--- src/rtl/core/swsc_pkg.sv ---
`timescale 1ns / 1ps
// ----------------------------------------------------------------------------
// swsc_pkg
// Shared types, constants and microcode encodings of the spill window
// scheduler.
// ----------------------------------------------------------------------------
package swsc_pkg;

  localparam int unsigned MaxBatchesDef = 16;
  localparam int unsigned TimeW         = 64;
  localparam int unsigned SecW          = 32;
  localparam int unsigned CountW        = 5;
  localparam int unsigned HalfW         = 32;
  localparam int unsigned StatW         = 2;
  localparam int unsigned PcW           = 4;
  localparam int unsigned CfgIdxW       = 1;
  localparam int unsigned CfgDataW      = 32;
  localparam int unsigned DivCntW       = $clog2(TimeW);

  localparam logic [TimeW-1:0]  MsLimit       = 64'd4294968;
  localparam logic [CountW-1:0] BatchesReset  = 5'd8;
  localparam logic [HalfW-1:0]  HalfReset     = 32'd21474836;

  localparam logic [CfgIdxW-1:0] CfgBatchesAhead = 1'b0;
  localparam logic [CfgIdxW-1:0] CfgHalfWidth    = 1'b1;

  localparam logic [PcW-1:0] StepLoad       = 4'd0;
  localparam logic [PcW-1:0] StepCheck      = 4'd1;
  localparam logic [PcW-1:0] StepDivInit    = 4'd2;
  localparam logic [PcW-1:0] StepDivLoop    = 4'd3;
  localparam logic [PcW-1:0] StepCentre     = 4'd4;
  localparam logic [PcW-1:0] StepEmit       = 4'd5;
  localparam logic [PcW-1:0] StepEmitDone   = 4'd6;
  localparam logic [PcW-1:0] StepStatus     = 4'd7;
  localparam logic [PcW-1:0] StepStatusDone = 4'd8;

  typedef enum logic [StatW-1:0] {
    STAT_WINDOW      = 2'd0,
    STAT_FULL        = 2'd1,
    STAT_NO_DATA     = 2'd2,
    STAT_ZERO_PERIOD = 2'd3
  } status_e;

  typedef enum logic [2:0] {
    OP_NONE,
    OP_LOAD,
    OP_CHECK,
    OP_DIV_INIT,
    OP_DIV_STEP,
    OP_CENTRE,
    OP_EMIT,
    OP_STATUS
  } op_e;

  typedef enum logic [2:0] {
    C_NEVER,
    C_ALWAYS,
    C_NO_INPUT,
    C_SPECIAL,
    C_BELOW,
    C_DIV_BUSY,
    C_EMIT_AGAIN,
    C_OUT_BLOCKED
  } cond_e;

  typedef struct packed {
    op_e            op;
    cond_e          cond;
    logic [PcW-1:0] target;
  } ctrl_t;

  typedef struct packed {
    logic special;
    logic below;
    logic div_busy;
    logic out_free;
    logic last_win;
  } flags_t;

  typedef struct packed {
    logic [CountW-1:0] queued_count;
    logic [TimeW-1:0]  last_end_time;
    logic [SecW-1:0]   approx_seconds;
    logic [TimeW-1:0]  last_spill_time;
    logic [TimeW-1:0]  spill_period;
  } req_t;

  typedef struct packed {
    logic [TimeW-1:0] window_start;
    logic [TimeW-1:0] window_end;
    logic [StatW-1:0] status;
    logic             data_missed;
    logic             last;
  } win_t;

endpackage

--- src/rtl/core/spill_window_scheduler_core.sv ---
`timescale 1ns / 1ps
// ----------------------------------------------------------------------------
// spill_window_scheduler_core
// Plans acquisition windows centered on predicted spills, run by a small
// microcoded sequencer over a shared datapath.
// ----------------------------------------------------------------------------
//  Channel | Direction | Handshake        | Payload
//  in      | input     | valid / ready    | swsc_pkg::req_t
//  out     | output    | valid / ready    | swsc_pkg::win_t
//  cfg     | input     | write enable     | index, 32-bit data
//
// A request runs load, check, divide setup, a serial remainder loop over all
// 64 dividend bits, the first center, one emit step per window and a closing
// step. A basis earlier than the last spill skips the divide and the first
// center. A status-only request runs load, check, status and a closing step.
// Output stalls hold the sequencer on its emit or status step.
// Reset clears the step counter and the output valid and loads config defaults.
// ----------------------------------------------------------------------------
module spill_window_scheduler_core #(
  parameter int unsigned MAX_BATCHES = swsc_pkg::MaxBatchesDef
) (
  input  logic                          clk_i,
  input  logic                          rst_ni,
  input  logic                          in_valid_i,
  output logic                          in_ready_o,
  input  swsc_pkg::req_t                in_data_i,
  output logic                          out_valid_o,
  input  logic                          out_ready_i,
  output swsc_pkg::win_t                out_data_o,
  input  logic                          cfg_we_i,
  input  logic [swsc_pkg::CfgIdxW-1:0]  cfg_index_i,
  input  logic [swsc_pkg::CfgDataW-1:0] cfg_data_i
);
  import swsc_pkg::*;

  logic [PcW-1:0]    pc_q, pc_d;
  ctrl_t             ctrl;
  flags_t            flags;
  logic              take;
  logic [CountW-1:0] batches_ahead_q;
  logic [HalfW-1:0]  half_width_q;

  swsc_ucode_rom u_rom (
    .pc_i   (pc_q),
    .ctrl_o (ctrl)
  );

  swsc_datapath #(
    .MAX_BATCHES (MAX_BATCHES)
  ) u_datapath (
    .clk_i           (clk_i),
    .rst_ni          (rst_ni),
    .op_i            (ctrl.op),
    .in_valid_i      (in_valid_i),
    .req_i           (in_data_i),
    .batches_ahead_i (batches_ahead_q),
    .half_width_i    (half_width_q),
    .out_ready_i     (out_ready_i),
    .flags_o         (flags),
    .out_valid_o     (out_valid_o),
    .out_data_o      (out_data_o)
  );

  always_comb begin
    case (ctrl.cond)
      C_NEVER:       take = 1'b0;
      C_ALWAYS:      take = 1'b1;
      C_NO_INPUT:    take = !in_valid_i;
      C_SPECIAL:     take = flags.special;
      C_BELOW:       take = flags.below;
      C_DIV_BUSY:    take = flags.div_busy;
      C_EMIT_AGAIN:  take = !flags.out_free || !flags.last_win;
      C_OUT_BLOCKED: take = !flags.out_free;
      default:       take = 1'b1;
    endcase
    pc_d = take ? ctrl.target : pc_q + PcW'(1);
  end

  always_ff @(posedge clk_i or negedge rst_ni) begin
    if (!rst_ni) begin
      pc_q <= StepLoad;
    end else begin
      pc_q <= pc_d;
    end
  end

  always_ff @(posedge clk_i or negedge rst_ni) begin
    if (!rst_ni) begin
      batches_ahead_q <= BatchesReset;
      half_width_q    <= HalfReset;
    end else if (cfg_we_i) begin
      case (cfg_index_i)
        CfgBatchesAhead: batches_ahead_q <= cfg_data_i[CountW-1:0];
        CfgHalfWidth:    half_width_q    <= cfg_data_i[HalfW-1:0];
        default: begin
        end
      endcase
    end
  end

  assign in_ready_o = ctrl.op == OP_LOAD;

endmodule

--- src/rtl/core/swsc_ucode_rom.sv ---
`timescale 1ns / 1ps
// ----------------------------------------------------------------------------
// swsc_ucode_rom
// Read-only control store holding the scheduling program, one control word
// per step.
// ----------------------------------------------------------------------------
module swsc_ucode_rom (
  input  logic [swsc_pkg::PcW-1:0] pc_i,
  output swsc_pkg::ctrl_t          ctrl_o
);
  import swsc_pkg::*;

  always_comb begin
    case (pc_i)
      StepLoad:       ctrl_o = '{op: OP_LOAD,     cond: C_NO_INPUT,    target: StepLoad};
      StepCheck:      ctrl_o = '{op: OP_CHECK,    cond: C_SPECIAL,     target: StepStatus};
      StepDivInit:    ctrl_o = '{op: OP_DIV_INIT, cond: C_BELOW,       target: StepEmit};
      StepDivLoop:    ctrl_o = '{op: OP_DIV_STEP, cond: C_DIV_BUSY,    target: StepDivLoop};
      StepCentre:     ctrl_o = '{op: OP_CENTRE,   cond: C_NEVER,       target: StepLoad};
      StepEmit:       ctrl_o = '{op: OP_EMIT,     cond: C_EMIT_AGAIN,  target: StepEmit};
      StepEmitDone:   ctrl_o = '{op: OP_NONE,     cond: C_ALWAYS,      target: StepLoad};
      StepStatus:     ctrl_o = '{op: OP_STATUS,   cond: C_OUT_BLOCKED, target: StepStatus};
      StepStatusDone: ctrl_o = '{op: OP_NONE,     cond: C_ALWAYS,      target: StepLoad};
      default:        ctrl_o = '{op: OP_NONE,     cond: C_ALWAYS,      target: StepLoad};
    endcase
  end

endmodule

--- src/rtl/core/swsc_datapath.sv ---
`timescale 1ns / 1ps
// ----------------------------------------------------------------------------
// swsc_datapath
// Request registers, serial remainder unit, window arithmetic and output
// register, driven by the current control word.
// ----------------------------------------------------------------------------
module swsc_datapath #(
  parameter int unsigned MAX_BATCHES = swsc_pkg::MaxBatchesDef
) (
  input  logic                        clk_i,
  input  logic                        rst_ni,
  input  swsc_pkg::op_e               op_i,
  input  logic                        in_valid_i,
  input  swsc_pkg::req_t              req_i,
  input  logic [swsc_pkg::CountW-1:0] batches_ahead_i,
  input  logic [swsc_pkg::HalfW-1:0]  half_width_i,
  input  logic                        out_ready_i,
  output swsc_pkg::flags_t            flags_o,
  output logic                        out_valid_o,
  output swsc_pkg::win_t              out_data_o
);
  import swsc_pkg::*;

  localparam int unsigned CapW     = CountW + 1;
  localparam int unsigned CountMax = (1 << CountW) - 1;
  localparam int unsigned CapLimit = (MAX_BATCHES > CountMax) ? CountMax : MAX_BATCHES;
  localparam logic [CapW-1:0] MaxCap = CapW'(CapLimit);
  localparam logic [TimeW-1:0] AllOnes = '1;

  logic [TimeW-1:0]   basis_q, spill_q, period_q, dvd_q, rem_q, centre_q;
  logic [CountW-1:0]  queued_q;
  logic               missed_q;
  status_e            stat_q;
  logic [DivCntW-1:0] cnt_q;
  logic               out_valid_q;
  win_t               out_q;

  logic [TimeW-1:0]  basis_ld;
  logic [CountW-1:0] target;
  logic              full, no_data, zero_period;
  status_e           stat_d;
  logic [TimeW:0]    rem_sh, rem_sub;
  logic [TimeW-1:0]  rem_d;
  logic [TimeW:0]    first_sum, end_sum, step_sum;
  logic [TimeW-1:0]  hw64, win_start, win_end, centre_d;
  logic [CountW-1:0] queued_inc;
  logic              out_free, last_win;

  always_comb begin
    basis_ld = {req_i.approx_seconds, {(TimeW-SecW){1'b0}}};
    if ({1'b0, batches_ahead_i} > MaxCap) begin
      target = MaxCap[CountW-1:0];
    end else begin
      target = batches_ahead_i;
    end
    full        = queued_q >= target;
    no_data     = basis_q < MsLimit;
    zero_period = period_q == '0;
    if (full) begin
      stat_d = STAT_FULL;
    end else if (no_data) begin
      stat_d = STAT_NO_DATA;
    end else if (zero_period) begin
      stat_d = STAT_ZERO_PERIOD;
    end else begin
      stat_d = STAT_WINDOW;
    end

    rem_sh  = {rem_q, dvd_q[TimeW-1]};
    rem_sub = rem_sh - {1'b0, period_q};
    rem_d   = rem_sub[TimeW] ? rem_sh[TimeW-1:0] : rem_sub[TimeW-1:0];

    first_sum = {1'b0, basis_q - rem_q} + {1'b0, period_q};
    hw64      = {{(TimeW-HalfW){1'b0}}, half_width_i};
    win_start = (centre_q >= hw64) ? centre_q - hw64 : '0;
    end_sum   = {1'b0, centre_q} + {1'b0, hw64};
    win_end   = end_sum[TimeW] ? AllOnes : end_sum[TimeW-1:0];
    step_sum  = {1'b0, centre_q} + {1'b0, period_q};
    centre_d  = step_sum[TimeW] ? AllOnes : step_sum[TimeW-1:0];

    queued_inc = queued_q + CountW'(1);
    last_win   = queued_inc == target;
    out_free   = !out_valid_q || out_ready_i;
  end

  always_ff @(posedge clk_i) begin
    case (op_i)
      OP_LOAD: begin
        if (in_valid_i) begin
          queued_q <= req_i.queued_count;
          spill_q  <= req_i.last_spill_time;
          period_q <= req_i.spill_period;
          if (req_i.queued_count != '0 && req_i.last_end_time >= basis_ld) begin
            basis_q <= req_i.last_end_time;
          end else begin
            basis_q <= basis_ld;
          end
          missed_q <= (req_i.queued_count != '0) && (req_i.last_end_time < basis_ld);
        end
      end
      OP_CHECK: begin
        stat_q <= stat_d;
      end
      OP_DIV_INIT: begin
        dvd_q    <= basis_q - spill_q;
        rem_q    <= '0;
        cnt_q    <= '0;
        centre_q <= spill_q;
      end
      OP_DIV_STEP: begin
        rem_q <= rem_d;
        dvd_q <= {dvd_q[TimeW-2:0], 1'b0};
        cnt_q <= cnt_q + DivCntW'(1);
      end
      OP_CENTRE: begin
        centre_q <= first_sum[TimeW] ? AllOnes : first_sum[TimeW-1:0];
      end
      OP_EMIT: begin
        if (out_free) begin
          out_q.window_start <= win_start;
          out_q.window_end   <= win_end;
          out_q.status       <= STAT_WINDOW;
          out_q.data_missed  <= missed_q;
          out_q.last         <= last_win;
          queued_q           <= queued_inc;
          centre_q           <= centre_d;
        end
      end
      OP_STATUS: begin
        if (out_free) begin
          out_q.window_start <= '0;
          out_q.window_end   <= '0;
          out_q.status       <= stat_q;
          out_q.data_missed  <= (stat_q == STAT_FULL) ? 1'b0 : missed_q;
          out_q.last         <= 1'b1;
        end
      end
      default: begin
      end
    endcase
  end

  always_ff @(posedge clk_i or negedge rst_ni) begin
    if (!rst_ni) begin
      out_valid_q <= 1'b0;
    end else if ((op_i == OP_EMIT || op_i == OP_STATUS) && out_free) begin
      out_valid_q <= 1'b1;
    end else if (out_ready_i) begin
      out_valid_q <= 1'b0;
    end
  end

  assign flags_o.special  = full || no_data || zero_period;
  assign flags_o.below    = basis_q < spill_q;
  assign flags_o.div_busy = cnt_q != DivCntW'(TimeW - 1);
  assign flags_o.out_free = out_free;
  assign flags_o.last_win = last_win;

  assign out_valid_o = out_valid_q;
  assign out_data_o  = out_q;

endmodule

--- config.mk ---
export PLATFORM = sky130hd
export DESIGN_NAME = spill_window_scheduler_core
export DESIGN_NICKNAME = d
export VERILOG_FILES = /design/src/rtl/core/swsc_pkg.sv /design/src/rtl/core/spill_window_scheduler_core.sv /design/src/rtl/core/swsc_ucode_rom.sv /design/src/rtl/core/swsc_datapath.sv
export SDC_FILE = /design/constraint.sdc
export NUM_CORES = 2
export LEC_CHECK = 0
export BUFFER_PORTS_ARGS = -buffer_cell sky130_fd_sc_hd__buf_4
export CORE_UTILIZATION = 40
export DETAILED_ROUTE_END_ITERATION = 10
export GPL_TIMING_DRIVEN = 1
export PLACE_DENSITY_LB_ADDON = 0.2
export SETUP_SLACK_MARGIN = 0.4
export SLEW_MARGIN = 10
export SYNTH_ARGS = -nofsm -noshare
export SYNTH_HDL_FRONTEND = slang
export SYNTH_SLANG_ARGS = --single-unit
--- constraint.sdc ---
create_clock -name clk_i -period 9.79 [get_ports clk_i]
set_clock_uncertainty 0.05 [all_clocks]
set_input_delay 1.4685 -clock clk_i [delete_from_list [all_inputs] [get_ports clk_i]]
set_output_delay 1.4685 -clock clk_i [all_outputs]
set_load 0.01 [all_outputs]
Word-level counts from Yosys, hierarchy flattened
Memory sizes are Yosys's and may differ from the RTL's.
Cells that the tools add are included.
W data, S select, Z words.

word-level totals
  register bits after elaboration = 572
  ROM bits = 144
  bits of input ports = 267
  output and inout bits = 134
  logic and storage cells = 110
  memories kept = 1

operators by class
  $add $sub $neg = 10
  order comparisons = 7
  eq/ne operators = 20
  multiplexer cells = 25
  bitwise gates (word level) = 1
  reduce and logical (&&, ||, !) cells = 26

memories
  name              depth  bits a word  read ports  clocked after Yosys merged registers in  wr ports  line                  text
  (name not given)  16     9            1           0                                        0         swsc_ucode_rom.sv:14  case (pc_i)

operators with widths
  kind                    number
  $mux W64                7
  $mux W132               2
  $pmux W132 S2           1
  $pmux W64 S2            2
  $pmux W64 S3            1
  $add A64 B64 Y65        2
  $lt A64 B64 Y1          2
  $sub A64 B64 Y64        2
  $add A64 B32 Y65        1
  $sub A65 B64 Y65        1
  $ge A64 B32 Y1          1
  $ge A64 B64 Y1          1
  $logic_not A64 Y1       1
  $lt A64 B23 Y1 const B  1
  $sub A64 B32 Y64        1
  $eq A3 B3 Y1 const B    8
  $mux W5                 3
  $eq A3 B2 Y1 const B    4
  $pmux W6 S2             1
  $pmux W5 S2             1
  $pmux W1 S8             1
  $reduce_and A2 Y1       4
  $reduce_bool A2 Y1      4
  $add A6 B1 Y6 const B   1
  21 further kinds        36

Longest topological paths before layout
  depth after elaboration = 7
  depth in mapped cells = 32
  depth with buffers taken out = 32

Modules after synthesis
From an unflattened synthesis, not the netlist that was laid out.

second synthesis, totals
  cells, all modules = 5,413
  area total of the unflattened synthesis = 47,604.4 µm²

by module, submodules not included
  module                       times used  cells an instance  area each (µm²)  sequential area each (µm²)
  swsc_datapath                1           5,286              45,780.2         15,940.3
  spill_window_scheduler_core  1           102                1,636.6          1,042.2
  swsc_ucode_rom               1           25                 187.7            0.0

Worst setup path before layout
No wires, ideal clock.

  kind = reg2reg
  from = reg pc_q[0]
  to = reg u_datapath.cnt_q[0], enable pin
  library setup time = 628 ps
  arrival = 6,718 ps
  data required time = 9,112 ps
  setup slack = 2,394 ps
  stages on the path, launching flop included = 6
  buffers on the path = 1
  period minus slack after synthesis = 7,396 ps
  cells stage by stage = dfrtp_1 ha_1 clkbuf_1 nor3_1 a21oi_1 nor2_1

between the ends
  longest elaborated chain between the ends = 3
  elaborated cells on any way between the ends = 4
  those cells by class = 2 x eq/ne; 1 x reduce/logical; 1 x memory

RTL lines
  item                                                 line                               text
  from (decl)                                          spill_window_scheduler_core.sv:36  logic [PcW-1:0] pc_q, pc_d;
  from (signal assigned)                               spill_window_scheduler_core.sv:81  pc_q <= StepLoad;
  from (signal assigned)                               spill_window_scheduler_core.sv:83  pc_q <= pc_d;
  $mem_v2 Z16 W9 (*)                                   -
  $eq A3 B2 Y1 / $eq A3 B3 Y1 (equally long branches)  swsc_datapath.sv:87                case (op_i)
  $reduce_bool A2 Y1 (no source line) (*)              -
  to (signal assigned)                                 swsc_datapath.sv:113               cnt_q <= cnt_q + DivCntW'(1);
  to (decl)                                            swsc_datapath.sv:34                logic [DivCntW-1:0] cnt_q;

Every way passes the cells marked *; elsewhere a longest branch is shown, timed or not.
A chain may end at the register's enable or synchronous reset.

Worst setup path in the final report
  from = reg u_datapath.rem_q[0]
  to = reg u_datapath.centre_q[63] (data pin)

between the ends
  longest elaborated chain between the ends = 4

RTL lines
  item                    line                  text
  from (decl)             swsc_datapath.sv:30   logic [TimeW-1:0] basis_q, spill_q, period_q, dvd_q, rem_q, centre_q;
  from (signal assigned)  swsc_datapath.sv:111  rem_q <= rem_d;
  $sub A64 B64 Y64        swsc_datapath.sv:73   first_sum = {1'b0, basis_q - rem_q} + {1'b0, period_q};
  $add A64 B64 Y65        swsc_datapath.sv:73
  $mux W64                swsc_datapath.sv:116  centre_q <= first_sum[TimeW] ? AllOnes : first_sum[TimeW-1:0];
  $pmux W64 S3            swsc_datapath.sv:87
  to (signal assigned)    swsc_datapath.sv:108  centre_q <= spill_q;
  to (signal assigned)    swsc_datapath.sv:116
  to (signal assigned)    swsc_datapath.sv:126  centre_q <= centre_d;
  to (decl)               swsc_datapath.sv:30

No other way between the ends.

==> run_results.csv <==
group,metric,value,unit
outcome,status,"completed",
synthesis,synth_area,46530,um2
placement,pre_cts_ws,2713,ps
synthesis,synthTopCellsByArea,"edfxtp_1 (34%), ha_1 (11%), a21oi_1 (5.7%), xnor2_1 (5.0%), a21o_1 (4.0%)",
clocking,cts_tree,"built",
drt,num_vias,39910,
global_route,grt-ovfl-total,0,
sta,finalSetupTns,0,ps
worst_setup_path,start_kind,"flop",
cells_and_area,final_area,52970,um2
sta,tightest_slew,1098,ps
synthesis,yosys_warnings,0,
worst_setup_path,required,10250,ps
sta,fin_crit_sh,72.99,%
worst_setup_path,end_kind,"flop",
drt,drtAntennaViolNets,0,
synthesis,synthArstFlopShare,7.343,%
cells_and_area,num-nets-final,6150,
clocking,cts_buffer_depth,3,
worst_setup_path,path_max_fanout,6,
drt,viasPerCell,5.683,
drt,first_iter_violations,3264,
placement,port_buffers,400,
sta,fin_ws,2645,ps
min_path,hp-class,"flop to flop",
clocking,clk_pin_slew_worst_paths,60,ps
sta,rsz0062_at_grt,"no",
floorplanning,start_util,40.53,%
drt,routed_wl,154500,um
worst_setup_path,worst_ep_arrival_time,7610,ps
worst_setup_path,critPathBufInv,0,
synthesis,synth_cell_type_count,99,
floorplanning,core_area,114800,um2
sta,hold_violations,0,
cells_and_area,fin_util,46.14,%
job,maxCapViolations,0,
cells_and_area,area_growth,13.85,%
synthesis,synthesis.nets,5882,
worst_setup_path,criticalPathCategory,"flop to flop",
clocking,cts.sinks,572,
sta,finalSetupViolations,0,
floorplanning,ios,401,
clocking,cts_resized,0,
synthesis,synth_top_area_share,34.21,%
global_route,grt_max_degree,84,
clocking,cts_setup_buffers,0,
floorplanning,die-area,117700,um2
floorplanning,die_w,343.1,um
global_route,grt_pass1_wl,229500,um
synthesis,synth_enable_flop_cells,530,
sta,slew_headroom,26.56,%
drt,drc,0,
placement,dp_hpwl,124500,um
floorplanning,std_cell_rows,124,
clocking,clk_latency,660,ps
worst_setup_path,cp_top_family,"compound AO/OA/AOI/OAI gates",
clocking,cts_max_level,3,
synthesis,postSynthCellCount,5184,
sta,layout_min_cycle_time,7145,ps
clocking,cts-hold-fix-buffers,0,
clocking,root_buffer,"clkbuf_16",
clocking,numCtsBuffers,70,
drt,dr.pass1.iters,6,
synthesis,avgSynthCellArea,8.975,um2
placement,dpl-instance-area,50760,um2
global_route,grt_pass1_vias,37940,
synthesis,ys_seq_area_share,36.50,%
synthesis,synth-main-ff-cell,"edfxtp_1",
cells_and_area,drive_gt1_share,11.94,%
placement,gp_congestion,0.9567,
synthesis,yosysTopAreaCell,"edfxtp_1",
drt,routedWlPerCell,22.00,um
floorplanning,die_y,343.1,um
global_route,antenna_found_initial,2,
worst_setup_path,cp_slowest_cell,"a2111oi_0",
sta,slew_violations,0,
worst_setup_path,cpPeakStageDelay,500,ps
synthesis,ys_ff_latch,572,
global_route,grt_usage,25.52,%
sta,fmax,139.9,MHz
[synth_stat cells (all sizes together), types with 9 or more instances]
cell and number:
or2 21, edfxtp 530, a41oi 9, and4 15
and3 41, xnor2 267, a2111oi 10, o31ai 19
dfstp 13, mux2 72, a31oi 45, a211oi 34
mux2i 51, a21oi 531, o21a 32, nor2 416
nand4 94, a221oi 18, inv 403, a21boi 15
clkbuf 186, o41ai 9, nand2 384, a21o 249
dfrtp 29, o211ai 22, nor4 57, o21bai 93
nor2b 57, nand3 158, a311oi 10, nand2b 49
xor2 144, o21ai 352, buf 41, ha 424
or3 16, and2 63, nor3 78
[final cells by class]
cell class | count | area [um2]
Antenna cell | 2 | 5.005
Clock buffer | 85 | 1849
Clock inverter | 44 | 355.3
Fill cell | 11250 | 61840
Inverter | 404 | 1516
Multi-Input combinational cell | 3981 | 27190
Sequential cell | 572 | 16980
Tap cell | 1512 | 1892
Timing Repair Buffer | 423 | 3176
[logic make-up after synthesis]
group,count (synthesis),synth area share [%]
mux,123,2.840
xor+xnor,411,7.737
compound gates,1548,20.98
buf+inv,631,5.257
fa+ha+maj,431,11.70
flops,572,36.50
simple gates,1468,14.99
[worst register-to-register path, delay by kind of cell (launching register included)]
family | cells | cell delay (ps)
flip-flops | 1 | 440
XOR/XNOR | 1 | 180
AND/OR/NAND/NOR | 9 | 1370
AO/OA/AOI/OAI | 18 | 3960
adder cells (fa/ha/maj) | 3 | 1010
[metrics by stage]
step | std cells | hold slack (ps)
2_1_floorplan | 5184 | 422.7
3_3_place_gp | 6892 | 445.4
3_5_place_dp | 6892 | 449.1
4_1_cts | 7021 | 462.5
5_1_grt | 7022 | 490.6
6_report | 7023 | 459.1
[routing by layer]
| metal | GRT usage [%] | vias to the layer above | share of wire (%) |
|---|---|---|---|
| met5 | 0 | - | 0 |
| met4 | 7.417 | 0 | 2.5 |
| met3 | 2.560 | 156 | 6.4 |
| met2 | 38.15 | 1373 | 42 |
| met1 | 38.60 | 19050 | 49 |
| li1 | - | 19340 | - |
[sequential cells by signal, indices dropped and copies added (netlist names), 2 cells and up]
signal                 flops
u_datapath.basis_q        64
u_datapath.queued_q        5
u_datapath.centre_q       64
batches_ahead_q            5
pc_q                       4
u_datapath.stat_q          2
u_datapath.spill_q        64
u_datapath.period_q       64
u_datapath.out_data_o    132
u_datapath.dvd_q          64
half_width_q              32
u_datapath.rem_q          64
u_datapath.cnt_q           6
[cell usage in the layout (no fill, tap or decap), drive strengths merged, types with 15 or more instances in the layout]
| master | instances |
|---|---|
| a211oi | 34 |
| a21boi | 15 |
| a21o | 249 |
| a21oi | 531 |
| a221oi | 18 |
| a31oi | 45 |
| and2 | 63 |
| and3 | 41 |
| and4 | 15 |
| buf | 423 |
| clkbuf | 85 |
| clkinv | 29 |
| dfrtp | 29 |
| edfxtp | 530 |
| ha | 424 |
| inv | 412 |
| mux2 | 72 |
| mux2i | 51 |
| nand2 | 384 |
| nand2b | 49 |
| nand3 | 158 |
| nand4 | 94 |
| nor2 | 416 |
| nor2b | 57 |
| nor3 | 78 |
| nor4 | 57 |
| o211ai | 22 |
| o21a | 32 |
| o21ai | 352 |
| o21bai | 93 |
| o31ai | 19 |
| or2 | 21 |
| or3 | 16 |
| xnor2 | 267 |
| xor2 | 144 |
[final timing paths]
kind	from	end	slack, ps	depth (start not counted)
min in group asynchronous	rst_ni	half_width_q[12]	790	1
max reg2reg	u_datapath.rem_q[0]	u_datapath.centre_q[63]	2640	31
min reg2reg	u_datapath.dvd_q[43]	u_datapath.dvd_q[44]	460	2
max in group asynchronous	rst_ni	pc_q[3]	8430	1
min	u_datapath.dvd_q[43]	u_datapath.dvd_q[44]	460	2
max	u_datapath.rem_q[0]	u_datapath.centre_q[63]	2640	31
Power is not shown: default switching activity piles up to over one toggle a cycle in this logic, so the estimate is an artifact.
